--- src/rtl/core/mbpm_pkg.sv ---
`timescale 1ns / 1ps
`default_nettype none
// ----------------------------------------------------------------------------
// mbpm_pkg: shared types and constants
// Constants, register indexes and control structs for the poll master.
// ----------------------------------------------------------------------------
package mbpm_pkg;

	localparam int NumBoards  = 4;
	localparam int ReplyBytes = 32;
	localparam int MinReply   = 13;

	localparam logic [15:0] CrcInit  = 16'hFFFF;
	localparam logic [15:0] CrcPoly  = 16'hA001;
	localparam logic [7:0]  FuncRead = 8'h04;
	localparam logic [7:0]  FuncExc  = 8'h84;

	localparam logic [15:0] PeriodReset  = 16'd1000;
	localparam logic [15:0] TimeoutReset = 16'd300;
	localparam logic [7:0]  LimitReset   = 8'd3;
	localparam logic [7:0]  AddrReset    = 8'd1;

	localparam logic [1:0] RegPeriod  = 2'd0;
	localparam logic [1:0] RegTimeout = 2'd1;
	localparam logic [1:0] RegLimit   = 2'd2;
	localparam logic [1:0] RegAddr    = 2'd3;

	localparam logic [2:0] ErrOk     = 3'd0;
	localparam logic [2:0] ErrNoRep  = 3'd1;
	localparam logic [2:0] ErrExc    = 3'd2;
	localparam logic [2:0] ErrHeader = 3'd3;
	localparam logic [2:0] ErrCrc    = 3'd4;
	localparam logic [2:0] ErrCount  = 3'd5;

	localparam logic KindTx     = 1'b0;
	localparam logic KindReport = 1'b1;

	typedef struct packed {
		logic [1:0]  state;
		logic        valve;
		logic [15:0] flow;
		logic [15:0] dispensed;
		logic [15:0] target;
		logic [7:0]  fails;
	} board_rec_t;

	// controller -> datapath
	typedef struct packed {
		logic crc_clear;   // load CRC init
		logic crc_byte;    // fold one byte into CRC
		logic crc_req;     // fold byte from request sequence (else buffer)
		logic rd_start;    // buffer read pointer reset
		logic buf_clear;   // reply length reset
		logic judge;       // compute verdict and update record
		logic out_tx;      // load tx byte into output
		logic out_last;
		logic [2:0] req_idx;
	} dp_cmd_t;

	// datapath -> controller
	typedef struct packed {
		logic       rd_done;  // walked len-2 bytes
		logic       needs_crc;
	} dp_stat_t;

	function automatic logic [15:0] crc_step(input logic [15:0] c, input logic [7:0] b);
		logic [15:0] r;
		r = c ^ {8'h00, b};
		for (int i = 0; i < 8; i++) begin
			r = r[0] ? ((r >> 1) ^ CrcPoly) : (r >> 1);
		end
		return r;
	endfunction

endpackage
`default_nettype wire

--- src/rtl/core/mbpm_if.sv ---
`timescale 1ns / 1ps
`default_nettype none
// ----------------------------------------------------------------------------
// mbpm_in_if / mbpm_out_if: stream channels
// Valid/ready channels carrying input items and result items.
// ----------------------------------------------------------------------------
interface mbpm_in_if;
	logic       valid;
	logic       ready;
	logic       func;
	logic [7:0] rx_byte;
	modport source (output valid, func, rx_byte, input ready);
	modport sink (input valid, func, rx_byte, output ready);
endinterface

interface mbpm_out_if;
	logic        valid;
	logic        ready;
	logic        kind;
	logic [7:0]  tx_byte;
	logic [1:0]  board_index;
	logic [1:0]  board_state;
	logic        valve_open;
	logic [15:0] flow_count;
	logic [15:0] dispensed_tenths;
	logic [15:0] target_tenths;
	logic [7:0]  fail_count;
	logic [2:0]  error_code;
	logic        last;
	modport source (output valid, kind, tx_byte, board_index, board_state, valve_open,
		flow_count, dispensed_tenths, target_tenths, fail_count, error_code, last,
		input ready);
	modport sink (input valid, kind, tx_byte, board_index, board_state, valve_open,
		flow_count, dispensed_tenths, target_tenths, fail_count, error_code, last,
		output ready);
endinterface
`default_nettype wire

--- src/rtl/core/mbpm_datapath.sv ---
`timescale 1ns / 1ps
`default_nettype none
// ----------------------------------------------------------------------------
// mbpm_datapath: reply buffer, CRC unit, board table and output register
// Stores reply bytes, walks the CRC byte by byte, judges replies.
// ----------------------------------------------------------------------------
module mbpm_datapath #(
	parameter int NUM_BOARDS  = mbpm_pkg::NumBoards,
	parameter int REPLY_BYTES = mbpm_pkg::ReplyBytes,
	localparam int BW = (NUM_BOARDS > 1) ? $clog2(NUM_BOARDS) : 1,
	localparam int AW = $clog2(REPLY_BYTES),
	localparam int LW = $clog2(REPLY_BYTES + 1)
) (
	input  wire logic               clk,
	input  wire logic               arst_n,
	input  wire mbpm_pkg::dp_cmd_t  cmd,
	output mbpm_pkg::dp_stat_t      stat,
	input  wire logic               rx_wr,
	input  wire logic [7:0]         rx_data,
	input  wire logic [BW-1:0]      cursor,
	input  wire logic [7:0]         first_address,
	input  wire logic [7:0]         fail_limit,
	input  wire logic               out_take,
	output logic                    out_valid,
	output logic                    o_kind,
	output logic [7:0]              o_tx,
	output logic [1:0]              o_board,
	output mbpm_pkg::board_rec_t    o_rec,
	output logic [2:0]              o_err,
	output logic                    o_last
);
	logic [7:0] mem_q [REPLY_BYTES];
	logic [LW-1:0] len_q;
	logic [7:0] b0_q, b1_q, b2_q;
	logic [7:0] hdr_q [3:10];
	logic [LW-1:0] rd_q;
	logic [7:0] rdat_q;
	logic       rdat_v_q;
	logic [15:0] crc_q;
	logic [7:0] crc_lo_q, crc_hi_q;
	mbpm_pkg::board_rec_t tbl_q [NUM_BOARDS];
	logic [7:0] addr;
	logic [7:0] req_byte;
	logic [15:0] req_crc;
	logic [LW-1:0] len_m2;

	assign addr = first_address + 8'(cursor);
	assign len_m2 = len_q - LW'(2);
	assign stat.rd_done = (rd_q >= len_m2) && !rdat_v_q;
	assign stat.needs_crc = (len_q >= LW'(mbpm_pkg::MinReply)) && b0_q == addr
		&& b1_q == mbpm_pkg::FuncRead;

	// request bytes come from the crc register for the tail
	always_comb begin
		req_crc = crc_q;
		unique case (cmd.req_idx)
			3'd0: req_byte = addr;
			3'd1: req_byte = mbpm_pkg::FuncRead;
			3'd5: req_byte = 8'h04;
			3'd6: req_byte = req_crc[7:0];
			3'd7: req_byte = req_crc[15:8];
			default: req_byte = 8'h00;
		endcase
	end

	always_ff @(posedge clk) begin
		if (rx_wr && len_q < LW'(REPLY_BYTES)) begin
			mem_q[len_q[AW-1:0]] <= rx_data;
			unique case (len_q)
				LW'(0): b0_q <= rx_data;
				LW'(1): b1_q <= rx_data;
				LW'(2): b2_q <= rx_data;
				default: ;
			endcase
			if (len_q >= LW'(3) && len_q <= LW'(10)) hdr_q[len_q[3:0]] <= rx_data;
			if (len_q >= LW'(2)) begin
				crc_hi_q <= rx_data;
				crc_lo_q <= crc_hi_q;
			end
		end
		rdat_q <= mem_q[rd_q[AW-1:0]];
	end

	always_ff @(posedge clk or negedge arst_n) begin
		if (!arst_n) begin
			len_q <= '0;
			rd_q <= '0;
			rdat_v_q <= 1'b0;
			crc_q <= mbpm_pkg::CrcInit;
			out_valid <= 1'b0;
			o_kind <= mbpm_pkg::KindTx;
			o_tx <= 8'h00;
			o_board <= 2'd0;
			o_rec <= '0;
			o_err <= mbpm_pkg::ErrOk;
			o_last <= 1'b0;
			for (int i = 0; i < NUM_BOARDS; i++) tbl_q[i] <= '0;
		end else begin
			if (cmd.buf_clear) len_q <= '0;
			else if (rx_wr && len_q < LW'(REPLY_BYTES)) len_q <= len_q + LW'(1);
			rdat_v_q <= 1'b0;
			if (cmd.rd_start) rd_q <= '0;
			else if (cmd.crc_byte && !cmd.crc_req && rd_q < len_m2 && !rdat_v_q) begin
				rd_q <= rd_q + LW'(1);
				rdat_v_q <= 1'b1;
			end
			if (cmd.crc_clear) crc_q <= mbpm_pkg::CrcInit;
			else if (cmd.crc_byte && cmd.crc_req) crc_q <= mbpm_pkg::crc_step(crc_q, req_byte);
			else if (rdat_v_q) crc_q <= mbpm_pkg::crc_step(crc_q, rdat_q);
			if (out_take) out_valid <= 1'b0;
			if (cmd.out_tx) begin
				out_valid <= 1'b1;
				o_kind <= mbpm_pkg::KindTx;
				o_tx <= req_byte;
				o_board <= 2'(cursor);
				o_rec <= '0;
				o_err <= mbpm_pkg::ErrOk;
				o_last <= cmd.out_last;
			end
			if (cmd.judge) begin : judge_blk
				mbpm_pkg::board_rec_t r;
				logic [2:0] e;
				logic [15:0] st, tg;
				logic [7:0] lim;
				r = tbl_q[cursor];
				lim = (fail_limit == 8'd0) ? 8'd1 : fail_limit;
				st = {hdr_q[3], hdr_q[4]};
				tg = {hdr_q[9], hdr_q[10]};
				if (len_q < LW'(mbpm_pkg::MinReply))
					e = (len_q >= LW'(4) && b1_q == mbpm_pkg::FuncExc) ? mbpm_pkg::ErrExc
						: mbpm_pkg::ErrNoRep;
				else if (b0_q != addr || b1_q != mbpm_pkg::FuncRead) e = mbpm_pkg::ErrHeader;
				else if ({crc_hi_q, crc_lo_q} != crc_q) e = mbpm_pkg::ErrCrc;
				else if (b2_q < 8'd8) e = mbpm_pkg::ErrCount;
				else e = mbpm_pkg::ErrOk;
				if (e == mbpm_pkg::ErrOk) begin
					r.state = (st <= 16'd3) ? st[1:0] : 2'd1;
					r.valve = (st == 16'd2);
					r.flow = {hdr_q[5], hdr_q[6]};
					r.dispensed = {hdr_q[7], hdr_q[8]};
					if (tg != 16'd0) r.target = tg;
					r.fails = 8'd0;
				end else begin
					if (r.fails != 8'hFF) r.fails = r.fails + 8'd1;
					if (r.fails >= lim) r.state = 2'd0;
				end
				tbl_q[cursor] <= r;
				out_valid <= 1'b1;
				o_kind <= mbpm_pkg::KindReport;
				o_tx <= 8'h00;
				o_board <= 2'(cursor);
				o_rec <= r;
				o_err <= e;
				o_last <= cmd.out_last;
			end
		end
	end
endmodule
`default_nettype wire

--- src/rtl/core/mbpm_ctrl.sv ---
`timescale 1ns / 1ps
`default_nettype none
// ----------------------------------------------------------------------------
// mbpm_ctrl: poll sequencer
// Counts ticks, sequences requests, CRC walks and reports.
// ----------------------------------------------------------------------------
module mbpm_ctrl #(
	parameter int NUM_BOARDS = mbpm_pkg::NumBoards,
	localparam int BW = (NUM_BOARDS > 1) ? $clog2(NUM_BOARDS) : 1
) (
	input  wire logic              clk,
	input  wire logic              arst_n,
	input  wire logic              in_fire,
	input  wire logic              in_func,
	output logic                   in_ready,
	output logic                   rx_wr,
	input  wire logic [15:0]       poll_period_ms,
	input  wire logic [15:0]       reply_timeout_ms,
	output mbpm_pkg::dp_cmd_t      cmd,
	input  wire mbpm_pkg::dp_stat_t stat,
	input  wire logic              out_valid,
	input  wire logic              out_take,
	output logic [BW-1:0]          cursor
);
	typedef enum logic [5:0] {
		S_IDLE  = 6'b000001,
		S_RCRC  = 6'b000010,
		S_QCRC  = 6'b000100,
		S_JUDGE = 6'b001000,
		S_REQ   = 6'b010000,
		S_WAIT  = 6'b100000
	} state_t;

	state_t state_q;
	logic busy_q;
	logic [15:0] per_q, wait_q;
	logic [3:0] idx_q;
	logic [BW-1:0] cur_q;
	logic out_free;
	logic last_board;

	assign cursor = cur_q;
	assign out_free = !out_valid || out_take;
	assign in_ready = (state_q == S_IDLE);
	assign rx_wr = in_fire && in_func && busy_q;
	assign last_board = (cur_q == BW'(NUM_BOARDS - 1));

	always_comb begin
		cmd = '0;
		cmd.req_idx = idx_q[2:0];
		unique case (state_q)
			S_IDLE: begin
				cmd.crc_clear = 1'b1;
				cmd.rd_start = 1'b1;
			end
			S_RCRC: cmd.crc_byte = 1'b1;
			S_QCRC: begin
				cmd.crc_byte = 1'b1;
				cmd.crc_req = 1'b1;
				cmd.buf_clear = 1'b1;
			end
			S_JUDGE: begin
				cmd.judge = out_free;
				cmd.crc_clear = out_free;
				cmd.out_last = last_board;
			end
			S_REQ: begin
				cmd.out_tx = out_free;
				cmd.out_last = (idx_q == 4'd7);
			end
			S_WAIT: ;
			default: ;
		endcase
	end

	always_ff @(posedge clk or negedge arst_n) begin
		if (!arst_n) begin
			state_q <= S_IDLE;
			busy_q <= 1'b0;
			per_q <= '0;
			wait_q <= '0;
			idx_q <= '0;
			cur_q <= '0;
		end else begin
			unique case (state_q)
				S_IDLE: if (in_fire && !in_func) begin
					if (per_q != 16'hFFFF) per_q <= per_q + 16'd1;
					if (!busy_q) begin
						if ((per_q != 16'hFFFF ? per_q + 16'd1 : per_q) >= poll_period_ms) begin
							per_q <= '0;
							cur_q <= '0;
							idx_q <= '0;
							state_q <= S_QCRC;
						end
					end else if (wait_q >= reply_timeout_ms) begin
						state_q <= S_WAIT;
					end else begin
						wait_q <= wait_q + 16'd1;
					end
				end
				S_WAIT: state_q <= stat.needs_crc ? S_RCRC : S_JUDGE;
				S_RCRC: if (stat.rd_done) state_q <= S_JUDGE;
				S_JUDGE: if (out_free) begin
					if (last_board) begin
						cur_q <= '0;
						busy_q <= 1'b0;
						state_q <= S_IDLE;
					end else begin
						cur_q <= cur_q + BW'(1);
						idx_q <= '0;
						state_q <= S_QCRC;
					end
				end
				S_QCRC: begin
					if (idx_q == 4'd5) begin
						idx_q <= 4'd0;
						state_q <= S_REQ;
					end else idx_q <= idx_q + 4'd1;
				end
				S_REQ: if (out_free) begin
					if (idx_q == 4'd7) begin
						busy_q <= 1'b1;
						wait_q <= '0;
						state_q <= S_IDLE;
					end else idx_q <= idx_q + 4'd1;
				end
				default: state_q <= S_IDLE;
			endcase
		end
	end
endmodule
`default_nettype wire

--- src/rtl/core/modbus_rtu_poll_master_unit.sv ---
`timescale 1ns / 1ps
`default_nettype none
// ----------------------------------------------------------------------------
// modbus_rtu_poll_master_unit: Modbus RTU FC04 poll master
// Polls boards in turn, checks replies and reports board records.
// ----------------------------------------------------------------------------
// channel | dir | carries
// in_ch   | in  | tick (func 0) or received byte (func 1)
// out_ch  | out | request byte (kind 0) or board report (kind 1)
// cfg     | in  | we / idx / wdata register writes
// A tick that starts a request holds the input while it runs 6 CRC steps and
// sends 8 bytes. A timeout tick holds it through one select state, a CRC walk
// over length-2 bytes when the header is good (one buffer read and one fold per
// byte), and one report before the next request, if any.
// Output stalls hold the sequencer. Reset clears the board table and all counters at once.
// ----------------------------------------------------------------------------
module modbus_rtu_poll_master_unit #(
	parameter int NUM_BOARDS  = mbpm_pkg::NumBoards,
	parameter int REPLY_BYTES = mbpm_pkg::ReplyBytes
) (
	input  wire logic       clk,
	input  wire logic       arst_n,
	mbpm_in_if.sink         in_ch,
	mbpm_out_if.source      out_ch,
	input  wire logic       cfg_we,
	input  wire logic [1:0] cfg_idx,
	input  wire logic [15:0] cfg_wdata
);
	localparam int BW = (NUM_BOARDS > 1) ? $clog2(NUM_BOARDS) : 1;
	logic [15:0] period_q, timeout_q;
	logic [7:0] limit_q, addr_q;
	mbpm_pkg::dp_cmd_t cmd;
	mbpm_pkg::dp_stat_t stat;
	logic in_fire, out_take, rx_wr, out_valid, in_ready;
	logic [BW-1:0] cursor;
	mbpm_pkg::board_rec_t rec;

	assign in_ch.ready = in_ready;
	assign in_fire = in_ch.valid && in_ready;
	assign out_take = out_valid && out_ch.ready;
	assign out_ch.valid = out_valid;
	assign out_ch.board_state = rec.state;
	assign out_ch.valve_open = rec.valve;
	assign out_ch.flow_count = rec.flow;
	assign out_ch.dispensed_tenths = rec.dispensed;
	assign out_ch.target_tenths = rec.target;
	assign out_ch.fail_count = rec.fails;

	always_ff @(posedge clk or negedge arst_n) begin
		if (!arst_n) begin
			period_q <= mbpm_pkg::PeriodReset;
			timeout_q <= mbpm_pkg::TimeoutReset;
			limit_q <= mbpm_pkg::LimitReset;
			addr_q <= mbpm_pkg::AddrReset;
		end else if (cfg_we) begin
			unique case (cfg_idx)
				mbpm_pkg::RegPeriod: period_q <= cfg_wdata;
				mbpm_pkg::RegTimeout: timeout_q <= cfg_wdata;
				mbpm_pkg::RegLimit: limit_q <= cfg_wdata[7:0];
				mbpm_pkg::RegAddr: addr_q <= cfg_wdata[7:0];
				default: ;
			endcase
		end
	end

	mbpm_ctrl #(.NUM_BOARDS(NUM_BOARDS)) u_ctrl (
		.clk, .arst_n, .in_fire, .in_func(in_ch.func), .in_ready, .rx_wr,
		.poll_period_ms(period_q), .reply_timeout_ms(timeout_q),
		.cmd, .stat, .out_valid, .out_take, .cursor
	);

	mbpm_datapath #(.NUM_BOARDS(NUM_BOARDS), .REPLY_BYTES(REPLY_BYTES)) u_dp (
		.clk, .arst_n, .cmd, .stat, .rx_wr, .rx_data(in_ch.rx_byte), .cursor,
		.first_address(addr_q), .fail_limit(limit_q), .out_take, .out_valid,
		.o_kind(out_ch.kind), .o_tx(out_ch.tx_byte), .o_board(out_ch.board_index),
		.o_rec(rec), .o_err(out_ch.error_code), .o_last(out_ch.last)
	);
endmodule
`default_nettype wire

--- src/flat_wrapper.sv ---
// flat-port wrapper written by rule: the top's interface ports become plain ports
module modbus_rtu_poll_master_unit_flat 
#(
	parameter int NUM_BOARDS  = mbpm_pkg::NumBoards,
	parameter int REPLY_BYTES = mbpm_pkg::ReplyBytes
)
  (clk, arst_n, cfg_we, cfg_idx, cfg_wdata, in_ch_valid, in_ch_func, in_ch_rx_byte, in_ch_ready, out_ch_valid, out_ch_kind, out_ch_tx_byte, out_ch_board_index, out_ch_board_state, out_ch_valve_open, out_ch_flow_count, out_ch_dispensed_tenths, out_ch_target_tenths, out_ch_fail_count, out_ch_error_code, out_ch_last, out_ch_ready);
  mbpm_in_if in_ch_i ();
  mbpm_out_if out_ch_i ();
  input  wire logic clk;
  input  wire logic arst_n;
  input  wire logic cfg_we;
  input  wire logic [1:0] cfg_idx;
  input  wire logic [15:0] cfg_wdata;
  input wire logic [$bits(in_ch_i.valid)-1:0] in_ch_valid;
  input wire logic [$bits(in_ch_i.func)-1:0] in_ch_func;
  input wire logic [$bits(in_ch_i.rx_byte)-1:0] in_ch_rx_byte;
  output wire logic [$bits(in_ch_i.ready)-1:0] in_ch_ready;
  output wire logic [$bits(out_ch_i.valid)-1:0] out_ch_valid;
  output wire logic [$bits(out_ch_i.kind)-1:0] out_ch_kind;
  output wire logic [$bits(out_ch_i.tx_byte)-1:0] out_ch_tx_byte;
  output wire logic [$bits(out_ch_i.board_index)-1:0] out_ch_board_index;
  output wire logic [$bits(out_ch_i.board_state)-1:0] out_ch_board_state;
  output wire logic [$bits(out_ch_i.valve_open)-1:0] out_ch_valve_open;
  output wire logic [$bits(out_ch_i.flow_count)-1:0] out_ch_flow_count;
  output wire logic [$bits(out_ch_i.dispensed_tenths)-1:0] out_ch_dispensed_tenths;
  output wire logic [$bits(out_ch_i.target_tenths)-1:0] out_ch_target_tenths;
  output wire logic [$bits(out_ch_i.fail_count)-1:0] out_ch_fail_count;
  output wire logic [$bits(out_ch_i.error_code)-1:0] out_ch_error_code;
  output wire logic [$bits(out_ch_i.last)-1:0] out_ch_last;
  input wire logic [$bits(out_ch_i.ready)-1:0] out_ch_ready;
  assign in_ch_i.valid = in_ch_valid;
  assign in_ch_i.func = in_ch_func;
  assign in_ch_i.rx_byte = in_ch_rx_byte;
  assign in_ch_ready = in_ch_i.ready;
  assign out_ch_valid = out_ch_i.valid;
  assign out_ch_kind = out_ch_i.kind;
  assign out_ch_tx_byte = out_ch_i.tx_byte;
  assign out_ch_board_index = out_ch_i.board_index;
  assign out_ch_board_state = out_ch_i.board_state;
  assign out_ch_valve_open = out_ch_i.valve_open;
  assign out_ch_flow_count = out_ch_i.flow_count;
  assign out_ch_dispensed_tenths = out_ch_i.dispensed_tenths;
  assign out_ch_target_tenths = out_ch_i.target_tenths;
  assign out_ch_fail_count = out_ch_i.fail_count;
  assign out_ch_error_code = out_ch_i.error_code;
  assign out_ch_last = out_ch_i.last;
  assign out_ch_i.ready = out_ch_ready;
  modbus_rtu_poll_master_unit #(.NUM_BOARDS(NUM_BOARDS), .REPLY_BYTES(REPLY_BYTES)) u_core (.clk(clk), .arst_n(arst_n), .in_ch(in_ch_i), .out_ch(out_ch_i), .cfg_we(cfg_we), .cfg_idx(cfg_idx), .cfg_wdata(cfg_wdata));
endmodule
--- config.mk ---
export PLATFORM = sky130hd
export DESIGN_NAME = modbus_rtu_poll_master_unit_flat
export DESIGN_NICKNAME = d
export VERILOG_FILES = /design/src/rtl/core/mbpm_pkg.sv /design/src/rtl/core/mbpm_if.sv /design/src/rtl/core/mbpm_datapath.sv /design/src/rtl/core/mbpm_ctrl.sv /design/src/rtl/core/modbus_rtu_poll_master_unit.sv /design/src/flat_wrapper.sv
export SDC_FILE = /design/constraint.sdc
export NUM_CORES = 1
export LEC_CHECK = 0
export BUFFER_PORTS_ARGS = -buffer_cell sky130_fd_sc_hd__buf_2
export CAP_MARGIN = 20
export CORE_UTILIZATION = 30
export CTS_CLUSTER_SIZE = 24
export DETAILED_ROUTE_END_ITERATION = 16
export MAX_ROUTING_LAYER = met4
export PLACE_DENSITY = 0.42
export SYNTH_ARGS = -nofsm -noshare
export SYNTH_HDL_FRONTEND = slang
export SYNTH_SLANG_ARGS = --single-unit
--- constraint.sdc ---
create_clock -name clk -period 13.21 [get_ports clk]
set_input_delay 0.6605 -clock clk [delete_from_list [all_inputs] [get_ports clk]]
set_output_delay 0.6605 -clock clk [all_outputs]
set_load 0.05 [all_outputs]
### Word-level counts from Yosys, hierarchy flattened

Memories as Yosys holds them, arrays and structs flattened. A register that Yosys moved wholly into a read port is not among the register bits.
Index checks and enable logic that the tools add are counted.
Widths: inputs -> output; s select.

| operators by class | value |
|---|---|
| divide/modulo/power cells | 0 |
| multipliers | 0 |
| muxes and demuxes | 119 |
| magnitude comparators | 16 |
| bitwise gates (word level) | 19 |
| equality and inequality tests | 42 |
| shift operators | 0 |
| add/sub/neg operators | 9 |
| reductions and logical operators | 53 |

Operators with widths:

| cell | count |
|---|---|
| $mux 16 | 28 |
| $mux 59 | 5 |
| $bwmux 236 | 1 |
| $bmux 59 s2 | 1 |
| $demux 59 s2 | 1 |
| $mux 49 | 2 |
| $mux 6 | 13 |
| $mux 8 | 8 |
| $not 2->3 | 17 |
| $mux 4 | 9 |
| $pmux 6 s6 | 1 |
| $add 16x1->16 const B | 2 |
| $ge 16x16->1 | 2 |
| $pmux 16 s2 | 1 |
| $pmux 8 s4 | 1 |
| $xor 16x8->16 | 2 |
| $mux 2 | 12 |
| $mux 3 | 8 |
| $ne 2x2->1 const B | 12 |
| $mux 1 | 23 |
| $reduce_and 2->1 | 9 |
| $eq 16x2->1 const B | 1 |
| $le 16x2->1 const B | 1 |
| $logic_and 1x1->1 | 16 |
| 56 further kinds | 82 |

| word-level totals | value |
|---|---|
| bits in writable memories | 320 |
| word-level logic and storage cells | 315 |
| register bits after elaboration | 473 |
| memories kept | 2 |
| latch bits | 0 |
| bits in read-only memories | 0 |

Memory list:

| name | depth | bits a word | rd ports | clocked after memory_dff | wr ports | line | RTL |
|---|---|---|---|---|---|---|---|
| u_core.u_dp.mem_q | 32 | 8 | 1 | 1 | 1 | mbpm_datapath.sv:32 | `logic [7:0] mem_q [REPLY_BYTES];` |
| u_core.u_dp.hdr_q | 8 | 8 | 8 | 0 | 1 | mbpm_datapath.sv:35 | `logic [7:0] hdr_q [3:10];` |

### Longest topological paths before layout

Gate-level depths: netlist of the first run.

| depth | value |
|---|---|
| depth in word-level cells | 22 |
| depth in mapped cells | 20 |

### Cells and area by module

Synthesis of the first run repeated with hierarchy kept, for this count alone.

| unflattened totals | value |
|---|---|
| cells, all modules | 2,706 |
| area, all modules | 35,082.4 µm² |

By module, submodules not included:

| module | area each (µm²) | seq. area each (µm²) | instances | cells an instance |
|---|---|---|---|---|
| mbpm_datapath | 29,429.5 | 19,408.6 | 1 | 2,140 |
| mbpm_ctrl | 3,821.2 | 1,127.3 | 1 | 462 |
| modbus_rtu_poll_master_unit | 1,831.8 | 1,217.4 | 1 | 104 |

### Worst setup path after synthesis of the first run

Ideal clock, no wire load.

| timing path | value |
|---|---|
| kind | reg-to-reg |
| start point | register u_core.u_ctrl.per_q[6] (netlist name) |
| end point | register u_core.u_ctrl.wait_q[14] |
| clock period less this slack | 4.299 ns |
| slack | 8.911 ns |
| required time | 13.074 ns |
| stages on the path, launching flop included | 21 |
| arrival | 4.163 ns |
| cell sequence | dfrtp_1 > clkbuf_1 > nand4_1 > nor2_1 > and4_1 > nand3_1 > or2_2 > clkbuf_1 > xnor2_1 > ha_1 > nand2b_1 > a21o_1 > a21o_1 > a211oi_1 > o21ai_0 > a211oi_1 > a31oi_1 > a21boi_1 > clkbuf_1 > or4_1 > a21oi_1 |

RTL lines:

| what | line | RTL |
|---|---|---|
| to (signal assigned) | mbpm_ctrl.sv:98 | `wait_q <= wait_q + 16'd1;` |
| to (decl) | mbpm_ctrl.sv:36 | `logic [15:0] per_q, wait_q;` |

==> key figures, run 1 <==
Critical path
  – CP max-delay cell: sky130_fd_sc_hd__a21boi_1
  – CP Max Fanout: 14
  – Largest stage delay on the critical path: 0.71 ns
  – Arrival time of the worst setup path: ~5.5 ns
  – Dominant cell type by count on the critical path: sky130_fd_sc_hd__nor2_1
  – Reg2Reg Setup Slack: 8.28 ns
  – Data required time of the critical path: 13.79 ns
  – R2r endpoint: u_core.u_ctrl.wait_q[0]
  – Depth of the most critical reg-to-reg path: 19
  – Startpoint of the most critical register-to-register path: u_core.u_ctrl.per_q[6]
  – Kind of start point of the critical path: flip-flop
  – Element type at the critical path end: flip-flop
  – Category of the most critical setup path: reg -> reg
  – Critical Path, Cell by Cell: nand4_1 > nor2_1 > and4_1 > nand3_1 > nor2_1 > nor2_1 > nand3_1 > xnor2_1 > ha_1 > a21o_1 > a21o_1 > a21oi_1 > o21ai_0 > a211oi_1 > buf_4 > a31oi_1 > a21boi_1 > or3_1 > mux2_2

Finish
  – Share of layout cells above drive strength 1: 19.44%
  – Area growth from synthesis to layout: 15.31%
  – # nets final: ~2800
  – Top library cells by usage in the layout, fill and taps aside: sky130_fd_sc_hd__nand2_1, sky130_fd_sc_hd__dfrtp_1, sky130_fd_sc_hd__edfxtp_1
  – Commonest non-fill, non-tap cell in the layout: sky130_fd_sc_hd__nand2_1

Logic synthesis
  – Syn Nets: 2729
  – Register bit count reported by yosys: between 700 and 800
  – Cells after synthesis: 2626
  – Distinct cell type count of the synthesized netlist: 76
  – Most instantiated flip-flop cell in the synthesis netlist: sky130_fd_sc_hd__dfrtp_1
  – Cell area after technology mapping: 0.03465 mm2
  – Yosys warnings: 0
  – Number of enable-type register cells in the synthesized netlist: 357
  – Share of synthesized registers carrying an async set or reset: 54.26%
  – Synth Area per Inst: 13.19 um2
  – Sequential cell area fraction in the yosys report: 62.79%

Floorplanning
  – Die W: between 300 and 400 um
  – Starting utilization of the core area: between 30% and 40%
  – Die area: 0.1168 mm2
  – Core Rows: 124
  – Num ports: 108
  – Die Span Y: 341.8 um
  – Core area: 0.1143 mm2

Route
  – Final ANT Viol Nets: 0
  – Overall via count from detail_route: 21250
  – WL per Instance: about 21 um
  – Detail-routed via count per cell: about 5
  – Remaining routing DRC violations: 0
  – DRT iter0 DRCs: 1405
  – First-pass detailed-route iteration total: 5
  – Post-Route WL: 92.10 mm

Clock tree
  – Total setup buffers inserted after CTS: 0
  – Clock edge transition at the registers on the reported setup and hold paths: 0.06 ns
  – Clock latency reported for the late side of the worst-skew pair: 0.65 ns
  – H-tree Lvls: 3
  – Master cell of the clock root buffer: sky130_fd_sc_hd__clkbuf_16
  – Cells resized by post-CTS repair: 0
  – CTS sink count: 798
  – Number of buffers between clock root and the deepest sink: 3
  – Clock tree from TritonCTS: built
  – Number of buffers created by CTS: 91
  – Post-cts hold buffer count: 0

Pwr
  – Power Density: 153.5 mW/mm2
  – Highest ir drop seen on vdd: 0.09487 mV
  – Total design power: 6.134 mW
  – Cell leakage power: 15.47 nW

GRT
  – Pin count of the biggest net entering global routing: 160
  – Grt total ovfl: 0
  – Global router's overall resource usage: 16.37%
  – Number of global-route vias before repair: 22040
  – Initial antenna violation count: 3
  – Global-route wire length before repair: roughly 140 mm

Place
  – HPWL Detailed: 57.12 mm
  – Total of buffers placed on input and output ports: 107
  – Final weighted congestion of routability-driven global placement: 0.7911

Timing
  – Final min period: 4.927 ns
  – Worst slew margin: ~25%
  – Crit share post-route: 37.30%
  – Setup repair after global routing missed its margin: false
  – Final setup violating endpoints: 0
  – Actual transition at the worst max-transition pin: 1.124 ns
  – Final setup TNS: 0 ns
  – Max Fclk: 203.0 MHz
  – Final-report max-slew violation count: 0
  – Final hold viol count: 0
  – Clock skew after layout: 0.02537 ns

Worst hold path
  – Class of the most critical hold timing path: in -> async

Job
  – Max_cap viols: 0

Run status
  – Run status: finished clean
-- through the flow --
stage	hold slack [ns]	cell area [um2]	utilization [%]	instances	setup slack, ns
after CTS	0.03217	39840	34.84	4303	8.240
after global routing	0.07764	39950	34.93	4310	7.833
after floorplan	0.3649	34650	-	2626	8.911
after global placement	0.4561	36850	32.23	4135	8.372
final	0.04197	39950	34.94	4312	8.283
after detailed placement	0.4603	36870	32.24	4137	8.280
-- cells in the mapped netlist, types with 18 or more instances --
master	count	share of area (%)
sky130_fd_sc_hd__a21o_1	26	0.56
sky130_fd_sc_hd__a21oi_1	44	0.64
sky130_fd_sc_hd__clkbuf_1	124	1.3
sky130_fd_sc_hd__dfrtp_1	403	29
sky130_fd_sc_hd__dfstp_2	30	2.3
sky130_fd_sc_hd__edfxtp_1	357	31
sky130_fd_sc_hd__ha_1	70	2.5
sky130_fd_sc_hd__inv_1	53	0.57
sky130_fd_sc_hd__mux2_2	50	1.6
sky130_fd_sc_hd__mux2i_1	64	1.8
sky130_fd_sc_hd__mux4_2	139	9.0
sky130_fd_sc_hd__nand2_1	419	4.5
sky130_fd_sc_hd__nand2b_1	18	0.33
sky130_fd_sc_hd__nand3_1	33	0.48
sky130_fd_sc_hd__nand4_1	19	0.34
sky130_fd_sc_hd__nor2_1	101	1.1
sky130_fd_sc_hd__nor4_1	18	0.33
sky130_fd_sc_hd__o21ai_0	342	4.9
sky130_fd_sc_hd__xnor2_1	60	1.5
sky130_fd_sc_hd__xor2_1	32	0.81
-- worst max-delay path: cells and delay by family (launching register included) --
kind / cells / cell delay (ns)
and+or+nand+nor: 8 / 1.92
AOI/OAI and AO/OA: 7 / 1.72
DFF: 1 / 0.47
adders and majority gates: 1 / 0.27
buffers and inverters: 1 / 0.20
xor gates and xnor gates: 1 / 0.15
muxes: 1 / 0.15
-- metal layers --
layer	GRT usage (%)	wire length (um)	vias up
met3	2.094	3403	133
li1	-	-	9798
met4	4.839	2145	0
met2	26.57	45350	392
met5	-	0	-
met1	21.37	41190	10930
-- sequential cells by signal, indices dropped and copies added, names as in the netlist, 16 cells and up --
signal,cells
u_core.u_dp.mem_q,256
u_core.u_dp.tbl_q,236
u_core.u_dp.hdr_q,64
u_core.u_dp.o_rec,59
u_core.period_q,16
u_core.timeout_q,16
u_core.u_ctrl.per_q,16
u_core.u_ctrl.wait_q,16
u_core.u_dp.crc_q,16
-- cell type report --
type / count / area (um2)
multi-input combinational: 1629 / 12170
tap: 1512 / 1892
antenna: 2 / 5.005
sequential: 798 / 21760
clock inverter: 33 / 337.8
clock buffer: 133 / 2636
inverter: 53 / 198.9
fill: 10960 / 74390
timing repair buffer: 152 / 949.7
-- worst max-delay path by stage --
stage	start	end	depth (start not counted)
floorplan	u_core.u_ctrl.per_q[6]	u_core.u_ctrl.wait_q[14]	20
global placement	u_core.u_ctrl.per_q[6]	u_core.u_ctrl.wait_q[12]	19
detailed placement	u_core.u_ctrl.per_q[6]	u_core.u_ctrl.wait_q[15]	19
CTS	u_core.u_ctrl.per_q[6]	u_core.u_ctrl.wait_q[15]	19
global route	u_core.u_ctrl.per_q[6]	u_core.u_ctrl.wait_q[13]	19
finish	u_core.u_ctrl.per_q[6]	u_core.u_ctrl.wait_q[0]	19
-- logic make-up (layout without fill, tap and decap cells) --
family	Yosys count	after routing	share of synthesized area, %
flip-flops	798	798	62.79
AO/OA/AOI/OAI	516	516	8.516
other	0	2	0
buffers and inverters	199	371	2.290
multiplexers	253	253	12.51
XOR/XNOR	95	95	2.503
AND/OR/NAND/NOR	694	694	8.808
adder cells (fa/ha/maj)	71	71	2.586
-- power breakdown --
group / internal (mW) / switching, mW / total (mW)
clock network: 1.48 / 1.02 / 2.51
logic: 0.315 / 0.519 / 0.834
registers: 2.70 / 0.0966 / 2.79
total: 4.49 / 1.64 / 6.13
No activity file was read; power rests on OpenSTA's default activity.
==> run 2, diff against run 1 <==
clock period = 5.1 ns   (was 13.21 ns; I/O delays follow)
==> run 2 against run 1 <==
- combinational power grew to 2.6 times the previous value
- final cell count is 0.97% higher
- highest routed layer unchanged
- sequential share of layout area is 0.61 points lower
- power grew to 2.6 times the previous value
==> key figures, run 2 (synthesis gave the netlist of run 1 again) <==
Critical path
  – Kind of start point of the critical path: flip-flop
  – Category of the most critical setup path: reg -> reg
  – CP Max Fanout: 14
  – Arrival time of the worst setup path: approximately 5.1 ns
  – Element type at the critical path end: flip-flop
  – Data required time of the critical path: 5.61 ns

Pwr
  – Highest ir drop seen on vdd: 0.2455 mV
  – Flop pwr share: 45.1%
  – Fraction of power spent switching nets: 26.94%
  – Switching power: 4.324 mW
  – Cell leakage power: around 16 nW
  – Part of the total power dissipated in the clock network: 41.5%
  – Power Density: 397.3 mW/mm2
  – Internal Power: about 12 mW
  – Comb power frac: 13.4%

GRT
  – Grt total ovfl: 0
  – Pin count of the biggest net entering global routing: 156
  – Met3 Resource Use GR: ~2.3%
  – Global-route wire length before repair: 140.9 mm
  – Fraction of met2 tracks used by global routing: between 20% and 30%
  – Global router's overall resource usage: between 10% and 20%
  – Most Crowded Layer GR: met2
  – Initial antenna violation count: 4
  – Number of global-route vias before repair: 22500
  – Met1 layer usage reported by global route: 21.11%

Timing
  – Final min period: 4.621 ns
  – Final-report max-slew violation count: 0
  – Actual transition at the worst max-transition pin: 1.108 ns
  – Final setup TNS: 0 ns
  – Max Fclk: 216.4 MHz
  – Final hold viol count: 0
  – Worst slew margin: 26.10%
  – Final setup violating endpoints: 0
  – Crit share post-route: ~91%
  – Clock skew after layout: approximately 0.024 ns
  – Setup repair after global routing missed its margin: false

Finish
  – Sequential cell area in the final layout: ~0.022 mm2
  – Area growth from synthesis to layout: 16.61%
  – Largest register FFs: between 200 and 300
  – Final instance area: 0.04040 mm2
  – Commonest non-fill, non-tap cell in the layout: sky130_fd_sc_hd__nand2_1
  – # nets final: around 2900
  – Share of layout cells above drive strength 1: 20.06%
  – Top library cells by usage in the layout, fill and taps aside: sky130_fd_sc_hd__nand2_1, sky130_fd_sc_hd__dfrtp_1, sky130_fd_sc_hd__edfxtp_1
  – Layout fillers: 11000
  – Multi-input gate area: 0.01216 mm2

Route
  – Remaining routing DRC violations: 0
  – Detail-routed via count per cell: 4.912
  – DRT iter0 DRCs: 1273
  – Post-Route WL: 91.02 mm
  – Final ANT Viol Nets: 0
  – WL per Instance: between 20 and 25 um
  – First-pass detailed-route iteration total: 5
  – Overall via count from detail_route: 21390

Floorplanning
  – Core area: 0.1143 mm2
  – Num ports: around 110
  – Core Rows: approximately 120
  – Die Span Y: 341.8 um
  – Die W: roughly 340 um
  – Starting utilization of the core area: 30.30%
  – Die area: 0.1168 mm2

Run status
  – Run status: finished clean

Place
  – HPWL Detailed: 57.04 mm
  – Area after DPL: around 0.037 mm2
  – Total of buffers placed on input and output ports: 107
  – Final weighted congestion of routability-driven global placement: ~0.8

Job
  – Max_cap viols: 0

Clock tree
  – Number of buffers between clock root and the deepest sink: 3
  – CTS sink count: 798
  – Clock tree from TritonCTS: built
  – Total setup buffers inserted after CTS: 0
  – H-tree Lvls: 3
  – Clock latency reported for the late side of the worst-skew pair: 0.67 ns
  – Master cell of the clock root buffer: sky130_fd_sc_hd__clkbuf_16
  – Clock edge transition at the registers on the reported setup and hold paths: 0.06 ns
  – Number of buffers created by CTS: 90

Worst hold path
  – Class of the most critical hold timing path: in -> reg
run 2: path summary, 6_finish.rpt:
check	start	endpoint	slack, ns	cells after the start
min in group asynchronous	arst_n	u_core.u_dp.o_rec[17]	0.16	2
setup reg to reg	u_core.u_ctrl.per_q[0]	u_core.u_ctrl.per_q[8]	0.48	19
max in group asynchronous	arst_n	u_core.u_dp.tbl_q[209]	3.62	3
setup / recovery	u_core.u_ctrl.per_q[0]	u_core.u_ctrl.per_q[8]	0.48	19
hold / removal	out_ch_ready	u_core.u_ctrl.cursor[0]	0.14	5
hold reg to reg	u_core.u_dp.o_rec[58]	u_core.u_dp.o_rec[58]	0.47	2
run 2: per-stage QoR:
stage / power (mW) / instances / setup WS, ns / hold WS [ns] / util, %
2_1_floorplan: 8.839 / 2626 / 0.8006 / -0.04059 / -
3_3_place_gp: 9.518 / 4162 / 0.5732 / 0.2971 / 32.46
3_5_place_dp: 9.529 / 4162 / 0.4653 / 0.3055 / 32.46
4_1_cts: 16.30 / 4349 / 0.4245 / 0.09826 / 35.29
5_1_grt: 16.78 / 4354 / 0.06701 / 0.1578 / 35.33
6_report: 16.05 / 4354 / 0.4794 / 0.1422 / 35.33
run 2: power by group through the flow:
stage | Sequential [mW] | Combinational [mW] | Clock (mW)
finish | 7.24 | 2.16 | 6.65
global route | 7.27 | 2.40 | 7.11
detailed placement | 7.36 | 2.17 | 0
floorplan | 7.41 | 1.43 | 0
CTS | 7.24 | 2.19 | 6.86
global placement | 7.36 | 2.16 | 0
run 2: worst max-delay path: stages (launching register included):
cell and delay [ns]:
sky130_fd_sc_hd__dfrtp_1 0.43, sky130_fd_sc_hd__ha_1 0.23, sky130_fd_sc_hd__and2_0 0.26, sky130_fd_sc_hd__nand3_1 0.17, sky130_fd_sc_hd__nor2_1 0.05, sky130_fd_sc_hd__buf_4 0.16
sky130_fd_sc_hd__nor3_1 0.44, sky130_fd_sc_hd__nand3_1 0.21, sky130_fd_sc_hd__xnor2_1 0.18, sky130_fd_sc_hd__ha_1 0.31, sky130_fd_sc_hd__o21ai_0 0.09, sky130_fd_sc_hd__nand2b_1 0.08
sky130_fd_sc_hd__o2111ai_1 0.10, sky130_fd_sc_hd__o21ai_0 0.30, sky130_fd_sc_hd__a211oi_1 0.21, sky130_fd_sc_hd__buf_4 0.20, sky130_fd_sc_hd__nor2_1 0.68, sky130_fd_sc_hd__a31oi_1 0.07
sky130_fd_sc_hd__o21ai_0 0.20, sky130_fd_sc_hd__o31ai_1 0.11
run 2: area by class of cell:
class,instances,share of cell area (%)
repair buffers,191,3.249
inverters,53,0.4924
clock inverters,48,1.350
clock buffers,122,6.247
multi-input cells,1629,30.11
well taps,1512,4.683
flip-flops and latches,798,53.87
diodes,1,0.006194
run 2: repair_timing:
action / 4_1_cts / 5_1_grt
endpoints found under the setup margin: 0 / 0
resized for setup: 0 / 0
endpoints found under the hold margin: 125 / 5
hold buffers: 17 / 1
run 2: routing by layer:
metal	wire (um)	share of wire, %
met1	41560	46
met5	0	0
met2	44650	49
met4	1623	1.8
met3	3181	3.5
